$ cat src/rtl/core/cllp_pkg.sv
package cllp_pkg;

  localparam int unsigned POOL_DEPTH = 16;
  localparam int unsigned NUM_LISTS  = 4;

  localparam int unsigned SLOT_W     = $clog2(POOL_DEPTH);
  localparam int unsigned LINK_W     = $clog2(POOL_DEPTH + 1);
  localparam int unsigned LIST_IDX_W = (NUM_LISTS > 1) ? $clog2(NUM_LISTS) : 1;

  localparam logic [LINK_W-1:0] NULL_LINK = LINK_W'(POOL_DEPTH);
  localparam logic signed [31:0] EMPTY_MARK = -32'sd999;

  // operation codes
  localparam logic [1:0] FUNC_INSERT = 2'd0;
  localparam logic [1:0] FUNC_DELETE = 2'd1;
  localparam logic [1:0] FUNC_WALK   = 2'd2;

  // result status codes
  localparam logic [1:0] STATUS_OK    = 2'd0;
  localparam logic [1:0] STATUS_FULL  = 2'd1;
  localparam logic [1:0] STATUS_EMPTY = 2'd2;

endpackage

$ cat src/rtl/core/cllp_in_if.sv
interface cllp_in_if;
  logic               valid;
  logic               ready;
  logic        [1:0]  func;
  logic        [1:0]  list_id;
  logic signed [31:0] value;

  modport source (output valid, func, list_id, value, input ready);
  modport sink   (input valid, func, list_id, value, output ready);
endinterface

$ cat src/rtl/core/cllp_out_if.sv
interface cllp_out_if;
  logic               valid;
  logic               ready;
  logic        [1:0]  status;
  logic        [3:0]  slot;
  logic signed [31:0] elem;
  logic               last;

  modport source (output valid, status, slot, elem, last, input ready);
  modport sink   (input valid, status, slot, elem, last, output ready);
endinterface

$ cat src/rtl/core/cursor_linked_list_pool.sv
// Operation: insert and delete read the slot memory, then write back and give their result;
//   pool-full and empty-list errors register their result straight from the idle state.
// A walk does one synchronous read of the slot memories per node. A new item is taken only
//   in the idle state, once the last one is through. The output register stalls it all.
// Reset: asynchronous, active low; list heads go null, the free head to the top slot and
//   every slot's written flag clears, so unwritten slots read as -999 and link downward.
module cursor_linked_list_pool (
  input  logic clk_i,
  input  logic rst_ni,
  cllp_in_if.sink    in_i,
  cllp_out_if.source out_o
);

  localparam logic [1:0] ST_IDLE   = 2'd0;
  localparam logic [1:0] ST_UPDATE = 2'd1;
  localparam logic [1:0] ST_WALK   = 2'd2;

  localparam logic [cllp_pkg::SLOT_W-1:0] LAST_CNT =
    cllp_pkg::SLOT_W'(cllp_pkg::POOL_DEPTH - 1);

  // Slot memories: element and link, one synchronous read port, one write port.
  logic signed [31:0]               elem_mem [cllp_pkg::POOL_DEPTH];
  logic [cllp_pkg::LINK_W-1:0]      link_mem [cllp_pkg::POOL_DEPTH];
  logic [cllp_pkg::POOL_DEPTH-1:0]  written_q;

  logic                             rd_en;
  logic [cllp_pkg::SLOT_W-1:0]      rd_addr;
  logic signed [31:0]               elem_raw_q;
  logic [cllp_pkg::LINK_W-1:0]      link_raw_q;
  logic                             rd_written_q;
  logic [cllp_pkg::SLOT_W-1:0]      rd_addr_q;
  logic signed [31:0]               elem_rd;
  logic [cllp_pkg::LINK_W-1:0]      link_rd;
  logic [cllp_pkg::LINK_W-1:0]      link_reset;

  logic                             wr_en;
  logic [cllp_pkg::SLOT_W-1:0]      wr_addr;
  logic signed [31:0]               wr_elem;
  logic [cllp_pkg::LINK_W-1:0]      wr_link;

  // Control and list state
  logic [1:0]                       state_q, state_d;
  logic [1:0]                       func_q, func_d;
  logic [cllp_pkg::LIST_IDX_W-1:0]  lid_q, lid_d;
  logic signed [31:0]               value_q, value_d;
  logic [cllp_pkg::SLOT_W-1:0]      slot_q, slot_d;
  logic [cllp_pkg::SLOT_W-1:0]      cnt_q, cnt_d;
  logic [cllp_pkg::LINK_W-1:0]      free_head_q, free_head_d;
  logic [cllp_pkg::LINK_W-1:0]      heads_q [cllp_pkg::NUM_LISTS];
  logic [cllp_pkg::LINK_W-1:0]      heads_d [cllp_pkg::NUM_LISTS];

  // Output register
  logic                             out_valid_q, out_valid_d;
  logic [1:0]                       out_status_q, out_status_d;
  logic [3:0]                       out_slot_q, out_slot_d;
  logic signed [31:0]               out_elem_q, out_elem_d;
  logic                             out_last_q, out_last_d;

  logic                             out_free;
  logic                             accept;
  logic [cllp_pkg::LIST_IDX_W-1:0]  in_lid;
  logic [cllp_pkg::LINK_W-1:0]      in_head;
  logic                             walk_fin;

  // Memory arrays: written and read in clocked blocks, read data registered.
  always_ff @(posedge clk_i) begin
    if (wr_en) begin
      elem_mem[wr_addr] <= wr_elem;
      link_mem[wr_addr] <= wr_link;
    end
    if (rd_en) begin
      elem_raw_q   <= elem_mem[rd_addr];
      link_raw_q   <= link_mem[rd_addr];
      rd_written_q <= written_q[rd_addr];
      rd_addr_q    <= rd_addr;
    end
  end

  always_ff @(posedge clk_i or negedge rst_ni) begin
    if (!rst_ni) begin
      written_q <= '0;
    end else if (wr_en) begin
      written_q[wr_addr] <= 1'b1;
    end
  end

  // A slot never written reads as its reset content: -999 and a link one slot down (null for slot 0).
  assign link_reset = (rd_addr_q == '0) ? cllp_pkg::NULL_LINK
                                        : cllp_pkg::LINK_W'(rd_addr_q) - 1'b1;
  assign elem_rd    = rd_written_q ? elem_raw_q : cllp_pkg::EMPTY_MARK;
  assign link_rd    = rd_written_q ? link_raw_q : link_reset;

  assign out_free  = !out_valid_q || out_o.ready;
  assign in_i.ready = (state_q == ST_IDLE) && out_free;
  assign accept    = in_i.valid && in_i.ready;
  assign in_lid    = cllp_pkg::LIST_IDX_W'(in_i.list_id % cllp_pkg::NUM_LISTS);
  assign in_head   = heads_q[in_lid];
  assign walk_fin  = (link_rd >= cllp_pkg::NULL_LINK) || (cnt_q == LAST_CNT);

  always_comb begin
    state_d      = state_q;
    func_d       = func_q;
    lid_d        = lid_q;
    value_d      = value_q;
    slot_d       = slot_q;
    cnt_d        = cnt_q;
    free_head_d  = free_head_q;
    heads_d      = heads_q;
    rd_en        = 1'b0;
    rd_addr      = slot_q;
    wr_en        = 1'b0;
    wr_addr      = slot_q;
    wr_elem      = value_q;
    wr_link      = free_head_q;
    out_valid_d  = out_valid_q && !out_o.ready;
    out_status_d = out_status_q;
    out_slot_d   = out_slot_q;
    out_elem_d   = out_elem_q;
    out_last_d   = out_last_q;

    case (state_q)
      ST_IDLE: begin
        if (accept) begin
          func_d  = in_i.func;
          lid_d   = in_lid;
          value_d = in_i.value;
          cnt_d   = '0;
          case (in_i.func)
            cllp_pkg::FUNC_INSERT: begin
              if (free_head_q >= cllp_pkg::NULL_LINK) begin
                // Pool full: report and change nothing.
                out_valid_d  = 1'b1;
                out_status_d = cllp_pkg::STATUS_FULL;
                out_slot_d   = '0;
                out_elem_d   = in_i.value;
                out_last_d   = 1'b1;
              end else begin
                // Fetch the free slot's link: it becomes the new free head.
                rd_en   = 1'b1;
                rd_addr = free_head_q[cllp_pkg::SLOT_W-1:0];
                slot_d  = free_head_q[cllp_pkg::SLOT_W-1:0];
                state_d = ST_UPDATE;
              end
            end
            cllp_pkg::FUNC_DELETE, cllp_pkg::FUNC_WALK: begin
              if (in_head >= cllp_pkg::NULL_LINK) begin
                // Empty list: report and change nothing.
                out_valid_d  = 1'b1;
                out_status_d = cllp_pkg::STATUS_EMPTY;
                out_slot_d   = '0;
                out_elem_d   = '0;
                out_last_d   = 1'b1;
              end else begin
                rd_en   = 1'b1;
                rd_addr = in_head[cllp_pkg::SLOT_W-1:0];
                slot_d  = in_head[cllp_pkg::SLOT_W-1:0];
                state_d = (in_i.func == cllp_pkg::FUNC_WALK) ? ST_WALK : ST_UPDATE;
              end
            end
            default: begin
              // Unused code: drop the item.
            end
          endcase
        end
      end

      ST_UPDATE: begin
        // Write back only once the result has a place to go.
        if (out_free) begin
          wr_en        = 1'b1;
          wr_addr      = slot_q;
          out_valid_d  = 1'b1;
          out_status_d = cllp_pkg::STATUS_OK;
          out_slot_d   = 4'(slot_q);
          out_last_d   = 1'b1;
          state_d      = ST_IDLE;
          if (func_q == cllp_pkg::FUNC_INSERT) begin
            wr_elem        = value_q;
            wr_link        = heads_q[lid_q];
            free_head_d    = link_rd;
            heads_d[lid_q] = cllp_pkg::LINK_W'(slot_q);
            out_elem_d     = value_q;
          end else begin
            wr_elem        = cllp_pkg::EMPTY_MARK;
            wr_link        = free_head_q;
            free_head_d    = cllp_pkg::LINK_W'(slot_q);
            heads_d[lid_q] = link_rd;
            out_elem_d     = elem_rd;
          end
        end
      end

      ST_WALK: begin
        // Emit the node just read and follow its link.
        if (out_free) begin
          out_valid_d  = 1'b1;
          out_status_d = cllp_pkg::STATUS_OK;
          out_slot_d   = 4'(slot_q);
          out_elem_d   = elem_rd;
          out_last_d   = walk_fin;
          if (walk_fin) begin
            state_d = ST_IDLE;
          end else begin
            rd_en   = 1'b1;
            rd_addr = link_rd[cllp_pkg::SLOT_W-1:0];
            slot_d  = link_rd[cllp_pkg::SLOT_W-1:0];
            cnt_d   = cnt_q + 1'b1;
          end
        end
      end

      default: begin
        state_d = ST_IDLE;
      end
    endcase
  end

  always_ff @(posedge clk_i or negedge rst_ni) begin
    if (!rst_ni) begin
      state_q     <= ST_IDLE;
      out_valid_q <= 1'b0;
      free_head_q <= cllp_pkg::LINK_W'(cllp_pkg::POOL_DEPTH - 1);
      for (int i = 0; i < cllp_pkg::NUM_LISTS; i++) begin
        heads_q[i] <= cllp_pkg::NULL_LINK;
      end
    end else begin
      state_q     <= state_d;
      out_valid_q <= out_valid_d;
      free_head_q <= free_head_d;
      heads_q     <= heads_d;
    end
  end

  always_ff @(posedge clk_i) begin
    func_q       <= func_d;
    lid_q        <= lid_d;
    value_q      <= value_d;
    slot_q       <= slot_d;
    cnt_q        <= cnt_d;
    out_status_q <= out_status_d;
    out_slot_q   <= out_slot_d;
    out_elem_q   <= out_elem_d;
    out_last_q   <= out_last_d;
  end

  assign out_o.valid  = out_valid_q;
  assign out_o.status = out_status_q;
  assign out_o.slot   = out_slot_q;
  assign out_o.elem   = out_elem_q;
  assign out_o.last   = out_last_q;

endmodule

$ cat src/flat_wrapper.sv
// flat-port wrapper written by rule: the top's interface ports become plain ports
module cursor_linked_list_pool_flat 
  (clk_i, rst_ni, in_i_valid, in_i_func, in_i_list_id, in_i_value, in_i_ready, out_o_valid, out_o_status, out_o_slot, out_o_elem, out_o_last, out_o_ready);
  cllp_in_if in_i_i ();
  cllp_out_if out_o_i ();
  input  logic clk_i;
  input  logic rst_ni;
  input wire logic [$bits(in_i_i.valid)-1:0] in_i_valid;
  input wire logic [$bits(in_i_i.func)-1:0] in_i_func;
  input wire logic [$bits(in_i_i.list_id)-1:0] in_i_list_id;
  input wire logic [$bits(in_i_i.value)-1:0] in_i_value;
  output wire logic [$bits(in_i_i.ready)-1:0] in_i_ready;
  output wire logic [$bits(out_o_i.valid)-1:0] out_o_valid;
  output wire logic [$bits(out_o_i.status)-1:0] out_o_status;
  output wire logic [$bits(out_o_i.slot)-1:0] out_o_slot;
  output wire logic [$bits(out_o_i.elem)-1:0] out_o_elem;
  output wire logic [$bits(out_o_i.last)-1:0] out_o_last;
  input wire logic [$bits(out_o_i.ready)-1:0] out_o_ready;
  assign in_i_i.valid = in_i_valid;
  assign in_i_i.func = in_i_func;
  assign in_i_i.list_id = in_i_list_id;
  assign in_i_i.value = in_i_value;
  assign in_i_ready = in_i_i.ready;
  assign out_o_valid = out_o_i.valid;
  assign out_o_status = out_o_i.status;
  assign out_o_slot = out_o_i.slot;
  assign out_o_elem = out_o_i.elem;
  assign out_o_last = out_o_i.last;
  assign out_o_i.ready = out_o_ready;
  cursor_linked_list_pool u_core (.clk_i(clk_i), .rst_ni(rst_ni), .in_i(in_i_i), .out_o(out_o_i));
endmodule
$ cat config.mk
export PLATFORM = sky130hd
export DESIGN_NAME = cursor_linked_list_pool_flat
export DESIGN_NICKNAME = d
export VERILOG_FILES = /design/src/rtl/core/cllp_pkg.sv /design/src/rtl/core/cllp_in_if.sv /design/src/rtl/core/cllp_out_if.sv /design/src/rtl/core/cursor_linked_list_pool.sv /design/src/flat_wrapper.sv
export SDC_FILE = /design/constraint.sdc
export NUM_CORES = 1
export LEC_CHECK = 0
export ABC_CLOCK_PERIOD_IN_PS = 7900
export BUFFER_PORTS_ARGS = -buffer_cell sky130_fd_sc_hd__buf_2
export CAP_MARGIN = 20
export CORE_MARGIN = 2
export CORE_UTILIZATION = 60
export CTS_BUF_LIST = sky130_fd_sc_hd__clkbuf_16
export CTS_CLUSTER_SIZE = 10
export DETAILED_ROUTE_END_ITERATION = 16
export GPL_ROUTABILITY_DRIVEN = 0
export HOLD_SLACK_MARGIN = 0.15
export PLACE_DENSITY = 0.78
export SYNTH_ARGS = -nofsm -noshare
export SYNTH_HDL_FRONTEND = slang
export SYNTH_SLANG_ARGS = --single-unit
$ cat constraint.sdc
create_clock -name clk_i -period 7.9 [get_ports clk_i]
set_input_delay 0.79 -clock clk_i [delete_from_list [all_inputs] [get_ports clk_i]]
set_output_delay 0.79 -clock clk_i [all_outputs]
set_load 0.02 [all_outputs]
==> results.yml, run 1 <==
final_layout:
  drive_gt1_share_pct: 18.1
  final_cells: 2708
  fin_area_um2: 34500
  post-route-util_pct: 67.3
  mostFrequentLayoutCells: "edfxtp_1, nand2_1, mux2i_1, o211ai_1, clkbuf_16"
  nNetsFinal: 2050
  n_fill_cell: 3309
  area_delta_synth_final_pct: 11.0
  final_common_cell: "edfxtp_1"
cts:
  cts_inserted_buffers: 86
  postCtsSetupRepairBufs: 0
  clock_path_buffers: 3
  cts_resized: 0
  clock-sinks: 761
  path_clk_slew_ns: 0.06
  cts_tree: "built"
  clk_latency_ns: 0.62
  htreeDepth: 3
  cts-root-buf: "clkbuf_16"
  hold_buffers: 0
detailed_routing:
  drcViolationCount: 0
  via_per_inst: 6.37
  ant_nets: 0
  dr.pass1.iters: 5
  wirelength_um: 71300
  drt_iter0_drc: 1821
  wl_per_cell_um: 26.3
  dr_total_vias: 17243
sta:
  relSlewSlack_pct: 26.9
  hold_viol: 0
  slew_viol_final: 0
  min_period_ns: 4.65
  tightestPinTransition_ns: 1.10
  rsz0062_at_grt: "false"
  setup_violations: 0
  fmax_mhz: 215
  period_share_pct: 58.8
  final.setup.tns_ns: 0
  skew_ns: 0.0181
setup_path:
  endpoint_kind: "flip-flop"
  startpoint_type: "flip-flop"
  crit_arrival_ns: 4.99
  reg2reg_depth: 11
  worstPathCellList: "inv_1 > ha_2 > inv_1 > nor3_1 > a21oi_1 > nor4_4 > buf_12 > buf_4 > mux2_2 > o211ai_1 > nand4_1"
  crit_type: "reg2reg"
  cp_max_fo: 149
  cp_common_cell: "inv_1"
  rr_startpoint: "u_core.state_q[0]"
  max_stage_delay_ns: 0.70
  cp_slowest_cell: "buf_12"
  r2r-end: "u_core.elem_raw_q[31]"
  required_ns: 8.24
  r2r_setup_slack_ns: 3.25
floorplan:
  die-area_um2: 53600
  die_h_um: 232
  die_x_um: 232
  num_rows: 83
  core_area_um2: 51200
  start_util_pct: 60.7
  io_pins: 81
placed_design:
  postPlaceCellArea_um2: 32100
  post-dp-hpwl_um: 35500
  io_buffers: 80
  dp_cells: 2591
outcome:
  status: "finished clean"
global_route:
  antenna_found_initial: 1
  grt_pass1_vias: 17234
  grt_max_degree: 242
  grt_pass1_wl_um: 106000
  grt_use_total_pct: 26.9
  grt_overflow: 0
yosys:
  yosysWarnings: 0
  yosysUniqueCellTypes: 56
  synth_edf_count: 713
  yosysSeqAreaShare_pct: 72.8
  ys.flop_type: "edfxtp_1"
  async_flop_share_pct: 5.78
  syn_inst: 1913
  syn_area_um2: 31100
  synth_fp_nets: 1962
  postSynthAreaPerCell_um2: 16.2
  synth-seq-cells: 761
pwr:
  finalPower_mw: 14.0
  vdd_ir_drop_max_uv: 578
  p_leak_nw: 12.4
  power_density_nw_per_um2: 407
hold_path:
  hold_path_class: "in2async"
run:
  cap_violations: 0
-- worst max-delay path, delay by kind of cell, from the launching register on --
kind	cells	cell delay, ns
fa+ha+maj	1	0.32
buf+inv	4	1.53
mux	1	0.40
compound gates	2	0.37
simple gates	3	1.16
flops	1	0.40
-- layout make-up --
class	instances	area (um^2)	share of cell area [%]
Sequential cell	761	22600	65.6
Multi-Input combinational cell	1024	7890	22.9
Clock buffer	90	2250	6.53
Tap cell	680	851	2.47
Timing Repair Buffer	116	724	2.10
Clock inverter	22	106	0.308
Inverter	12	45.0	0.131
Antenna cell	3	7.51	0.0218
-- power breakdown --
group          internal [mW]  total, mW  switching (mW)
registers               5.50       5.74           0.238
clock network           2.00       3.45            1.44
logic                   1.64       4.84            3.20
-- synth_stat cells (all sizes together), types with 2 or more instances --
master / n / area, um^2
nor3: 7 / 35.0
a22o: 40 / 350
a22oi: 2 / 20.0
nand2: 204 / 766
or3: 4 / 25.0
dfrtp: 36 / 901
a21oi: 19 / 95.1
nand3: 6 / 30.0
mux2i: 160 / 1600
dfxtp: 4 / 80.1
clkbuf: 48 / 180
a31oi: 2 / 12.5
and2: 17 / 106
o31a: 2 / 17.5
dfstp: 8 / 210
o311ai: 2 / 42.6
nand3b: 5 / 37.5
edfxtp: 713 / 21400
mux2: 169 / 1900
nor2b: 6 / 37.5
nor4: 2 / 18.8
mux4: 10 / 225
o211ai: 152 / 1140
nand2b: 29 / 181
buf: 68 / 514
inv: 12 / 45.0
nor2: 59 / 221
o21ai: 47 / 235
nand4: 38 / 238
ha: 9 / 113
or2: 18 / 113
-- layer usage --
metal / global-route usage, % / share of wire (%)
met1: 37.4 / 40
met2: 43.2 / 48
met3: 5.00 / 9.2
met4: 9.42 / 2.5
met5: 0 / 0
-- per-stage QoR --
step                worst slack, ns  hold slack, ns
global placement               3.21           0.445
CTS                            3.37           0.336
finish                         3.25           0.360
detailed placement             3.08           0.447
global route                   3.07           0.347
floorplan                      3.27           0.431
-- kinds of logic (layout without fill, tap and decap cells) --
| kind of cell | after synthesis | count (layout) | synth area share, % |
|---|---|---|---|
| flip-flops | 761 | 761 | 72.8 |
| AO/OA/AOI/OAI | 277 | 277 | 6.53 |
| buffers and inverters | 128 | 240 | 2.38 |
| adder cells (fa/ha/maj) | 9 | 9 | 0.363 |
| XOR/XNOR | 2 | 2 | 0.0564 |
| AND/OR/NAND/NOR | 397 | 397 | 5.88 |
| multiplexers | 339 | 339 | 12.0 |
| other | 0 | 3 | 0 |
-- worst max path at each step --
stage | startpoint | end | depth (start not counted)
after floorplan | out_o_ready | u_core.elem_mem[1][0] | 5
after global placement | in_i_list_id[0] | u_core.elem_raw_q[1] | 10
after detailed placement | in_i_list_id[0] | u_core.elem_raw_q[31] | 10
after CTS | u_core.state_q[0] | u_core.elem_raw_q[31] | 11
after global routing | u_core.state_q[0] | u_core.elem_raw_q[31] | 11
final | u_core.state_q[0] | u_core.elem_raw_q[31] | 11
-- sequential cells by signal, indices dropped and copies added, names as in the netlist, 16 cells and up --
register and count:
u_core.elem_mem 512, u_core.elem_raw_q 32, u_core.heads_q 20, u_core.link_mem 80, u_core.out_o.elem 32, u_core.value_q 32, u_core.written_q 16
(Power assumes the default switching activity.)
==> inputs of run 2 (changes only) <==
ABC_AREA = 1   (was not set)
ABC_CLOCK_PERIOD_IN_PS = 3800   (was 7900)
CORE_UTILIZATION = 57   (was 60)
clock period = 3.8 ns   (was 7.9 ns; I/O delays follow)
==> results.yml, run 2 <==
yosys:
  synthTopCellsByCount: "edfxtp_1, nand3_1, inv_1, nand2_1, nand3b_1"
  synth_fp_nets: 3215
  synth_most_common_cell: "edfxtp_1"
  syn_area_um2: 33800
  yosysWarnings: 0
  synth_compound_area_share_pct: 2.57
  synthMuxAreaShare_pct: 0.177
  synth_top_area_cell: "edfxtp_1"
  async_flop_share_pct: 5.78
  synth_top_family_by_area: "simple AND/OR/NAND/NOR gates"
  syn_inst: 3166
  synthSimpleGateAreaFrac_pct: 20.9
  synth_edf_count: 713
  synth_top_area_share_pct: 63.3
  synth-seq-cells: 761
  postSynthAreaPerCell_um2: 10.7
  synth_area_leaders: "edfxtp_1, nand3_1, inv_1"
  synthAdderAreaFrac_pct: 0.333
  synth-xor-area-share_pct: 0
  yosysSeqAreaShare_pct: 66.8
  ys.flop_type: "edfxtp_1"
  yosysUniqueCellTypes: 38
cts:
  cts_inserted_buffers: 86
  cts-root-buf: "clkbuf_16"
  clk_latency_ns: 0.63
  clock-sinks: 761
  cts_tree: "built"
  path_clk_slew_ns: 0.06
  htreeDepth: 3
  cts_resized: 0
  clock_path_buffers: 3
floorplan:
  die_x_um: 248
  core_area_um2: 58900
  die-area_um2: 61300
  num_rows: 89
  io_pins: 81
  start_util_pct: 57.4
  die_h_um: 248
detailed_routing:
  drt_iter0_drc: 3321
  dr_total_vias: 24106
  ant_nets: 0
  via_per_inst: 5.95
  dr.pass1.iters: 6
  wirelength_um: 88000
  wl_per_cell_um: 21.7
  drcViolationCount: 0
setup_path:
  cp_slowest_cell: "edfxtp_1"
  required_ns: 4.18
  critPathBufInv: 2
  cp_common_cell: "nand2_1"
  critical_path.top_delay_family: "simple AND/OR/NAND/NOR gates"
  crit_arrival_ns: 3.79
  worstSetupEndpoint: "u_core.elem_raw_q[21]"
  startpoint_type: "flip-flop"
  endpoint_kind: "flip-flop"
  rr_startpoint: "u_core.cnt_q[0]"
  r2r-end: "u_core.elem_raw_q[21]"
  reg2reg_depth: 16
  crit_type: "reg2reg"
  worstPathCellList: "ha_1 > nand2_1 > inv_1 > nand2_1 > nand4_2 > nor2_1 > nor2_1 > nor2_1 > nand2_8 > nand2_8 > buf_4 > nand2_1 > nand3_1 > nand3_1 > nand3_1 > nand2_1"
  cp_num_cells: 16
  crit_start: "u_core.cnt_q[0]"
  max_stage_delay_ns: 0.41
  r2r_setup_slack_ns: 0.39
  cp_max_fo: 40
sta:
  setup_violations: 0
  final.setup.tns_ns: 0
  rsz0062_at_grt: "false"
  fmax_mhz: 294
  skew_ns: 0.0175
  period_share_pct: 89.6
  tightestPinTransition_ns: 1.15
  slew_viol_final: 0
  min_period_ns: 3.41
  relSlewSlack_pct: 23.0
  hold_viol: 0
placed_design:
  post-dp-hpwl_um: 46300
  io_buffers: 80
  dp_cells: 3906
final_layout:
  n_fill_cell: 4151
  final_cells: 4052
  nNetsFinal: 3308
  regMostFlops: "u_core.elem_mem"
  reg_top3: "u_core.elem_mem (512), u_core.link_mem (80)"
  area_delta_synth_final_pct: 12.2
  final_common_cell: "edfxtp_1"
  multi_input_comb_area_um2: 8330
  mostFrequentLayoutCells: "edfxtp_1, nand3_1, inv_1, nand2_1, nand3b_1"
  drive_gt1_share_pct: 9.00
  seq_area_um2: 22600
  largest_reg_flops: 512
global_route:
  met2_usage_pct: 47.0
  grt_overflow: 0
  grt_max_degree: 149
  grt_use_total_pct: 28.8
  antenna_found_initial: 3
  use_met1_pct: 36.6
  use_met3_pct: 6.34
  top_usage_layer: "met2"
  grt_pass1_vias: 23662
  grt_pass1_wl_um: 133000
hold_path:
  hold_path_class: "in2async"
run:
  cap_violations: 0
pwr:
  vdd_ir_drop_max_uv: 1140
  power_density_nw_per_um2: 887
  p_leak_nw: 15.6
outcome:
  status: "finished clean"
==> run 2: worst register-to-register path: cells and delay by family (launching register included) <==
kind | cells | cell delay [ns]
adder cells (fa/ha/maj) | 1 | 0.23
AND/OR/NAND/NOR | 13 | 2.10
flip-flops | 1 | 0.41
buffers and inverters | 2 | 0.43
==> run 2: through the flow <==
| stage | cell area [um^2] | utilization, % | power [mW] | hold slack [ns] | worst slack, ns |
|---|---|---|---|---|---|
| 2_1_floorplan | 33800 | - | 22.1 | 0.0844 | 0.0879 |
| 3_3_place_gp | 35200 | 59.8 | 25.7 | 0.439 | 0.537 |
| 3_5_place_dp | 35200 | 59.8 | 26.2 | 0.445 | 0.441 |
| 4_1_cts | 37900 | 64.4 | 33.4 | 0.279 | 0.449 |
| 5_1_grt | 38000 | 64.5 | 35.4 | 0.320 | 0.190 |
| 6_report | 38000 | 64.5 | 33.7 | 0.287 | 0.393 |
==> run 2: kinds of logic (layout without fill, tap and decap cells) <==
kind of cell / count (synthesis) / in the layout
AND/OR/NAND/NOR: 1484 / 1484
flip-flops: 761 / 761
buffers and inverters: 748 / 860
AO/OA/AOI/OAI: 158 / 158
adder cells (fa/ha/maj): 9 / 9
multiplexers: 6 / 6
other: 0 / 1
==> run 2: area by class of cell <==
type | count | share of cell area (%)
antenna | 1 | 0.00659
multi-input combinational | 1657 | 21.9
tap | 773 | 2.55
clock buffer | 89 | 5.86
inverter | 562 | 5.56
timing repair buffer | 191 | 4.30
sequential | 761 | 59.5
clock inverter | 18 | 0.260
==> run 2: per-layer routing <==
metal  up-vias  wire length, um  part of all wire (%)
li1      10797                -                     -
met1     11419            31600                    36
met2      1591            42100                    48
met3       297            10200                    12
met4         2             4010                   4.6
met5         -               11                 0.013
==> run 2: power by group <==
part	switching [mW]	leakage, nW	internal, mW
registers	0.479	6.96	11.5
logic	10.5	7.48	4.04
clock network	3.04	1.19	4.12
==> run 2: worst min-delay path by stage <==
stage	start	slack [ns]	cells after the start	end
3_3_place_gp	u_core.written_q[15]	0.44	2	u_core.written_q[15]
3_5_place_dp	u_core.written_q[15]	0.45	2	u_core.written_q[15]
6_report	rst_ni	0.29	2	u_core.state_q[1]
5_1_grt	rst_ni	0.32	2	u_core.heads_q[17]
4_1_cts	out_o_ready	0.28	5	u_core.out_o.valid
2_1_floorplan	rst_ni	0.08	0	u_core.free_head_q[4]
==> run 2: repair_timing <==
action,in CTS,in global routing
endpoints found under the hold margin,102,0
hold buffers,37,0
buffers inserted,0,0
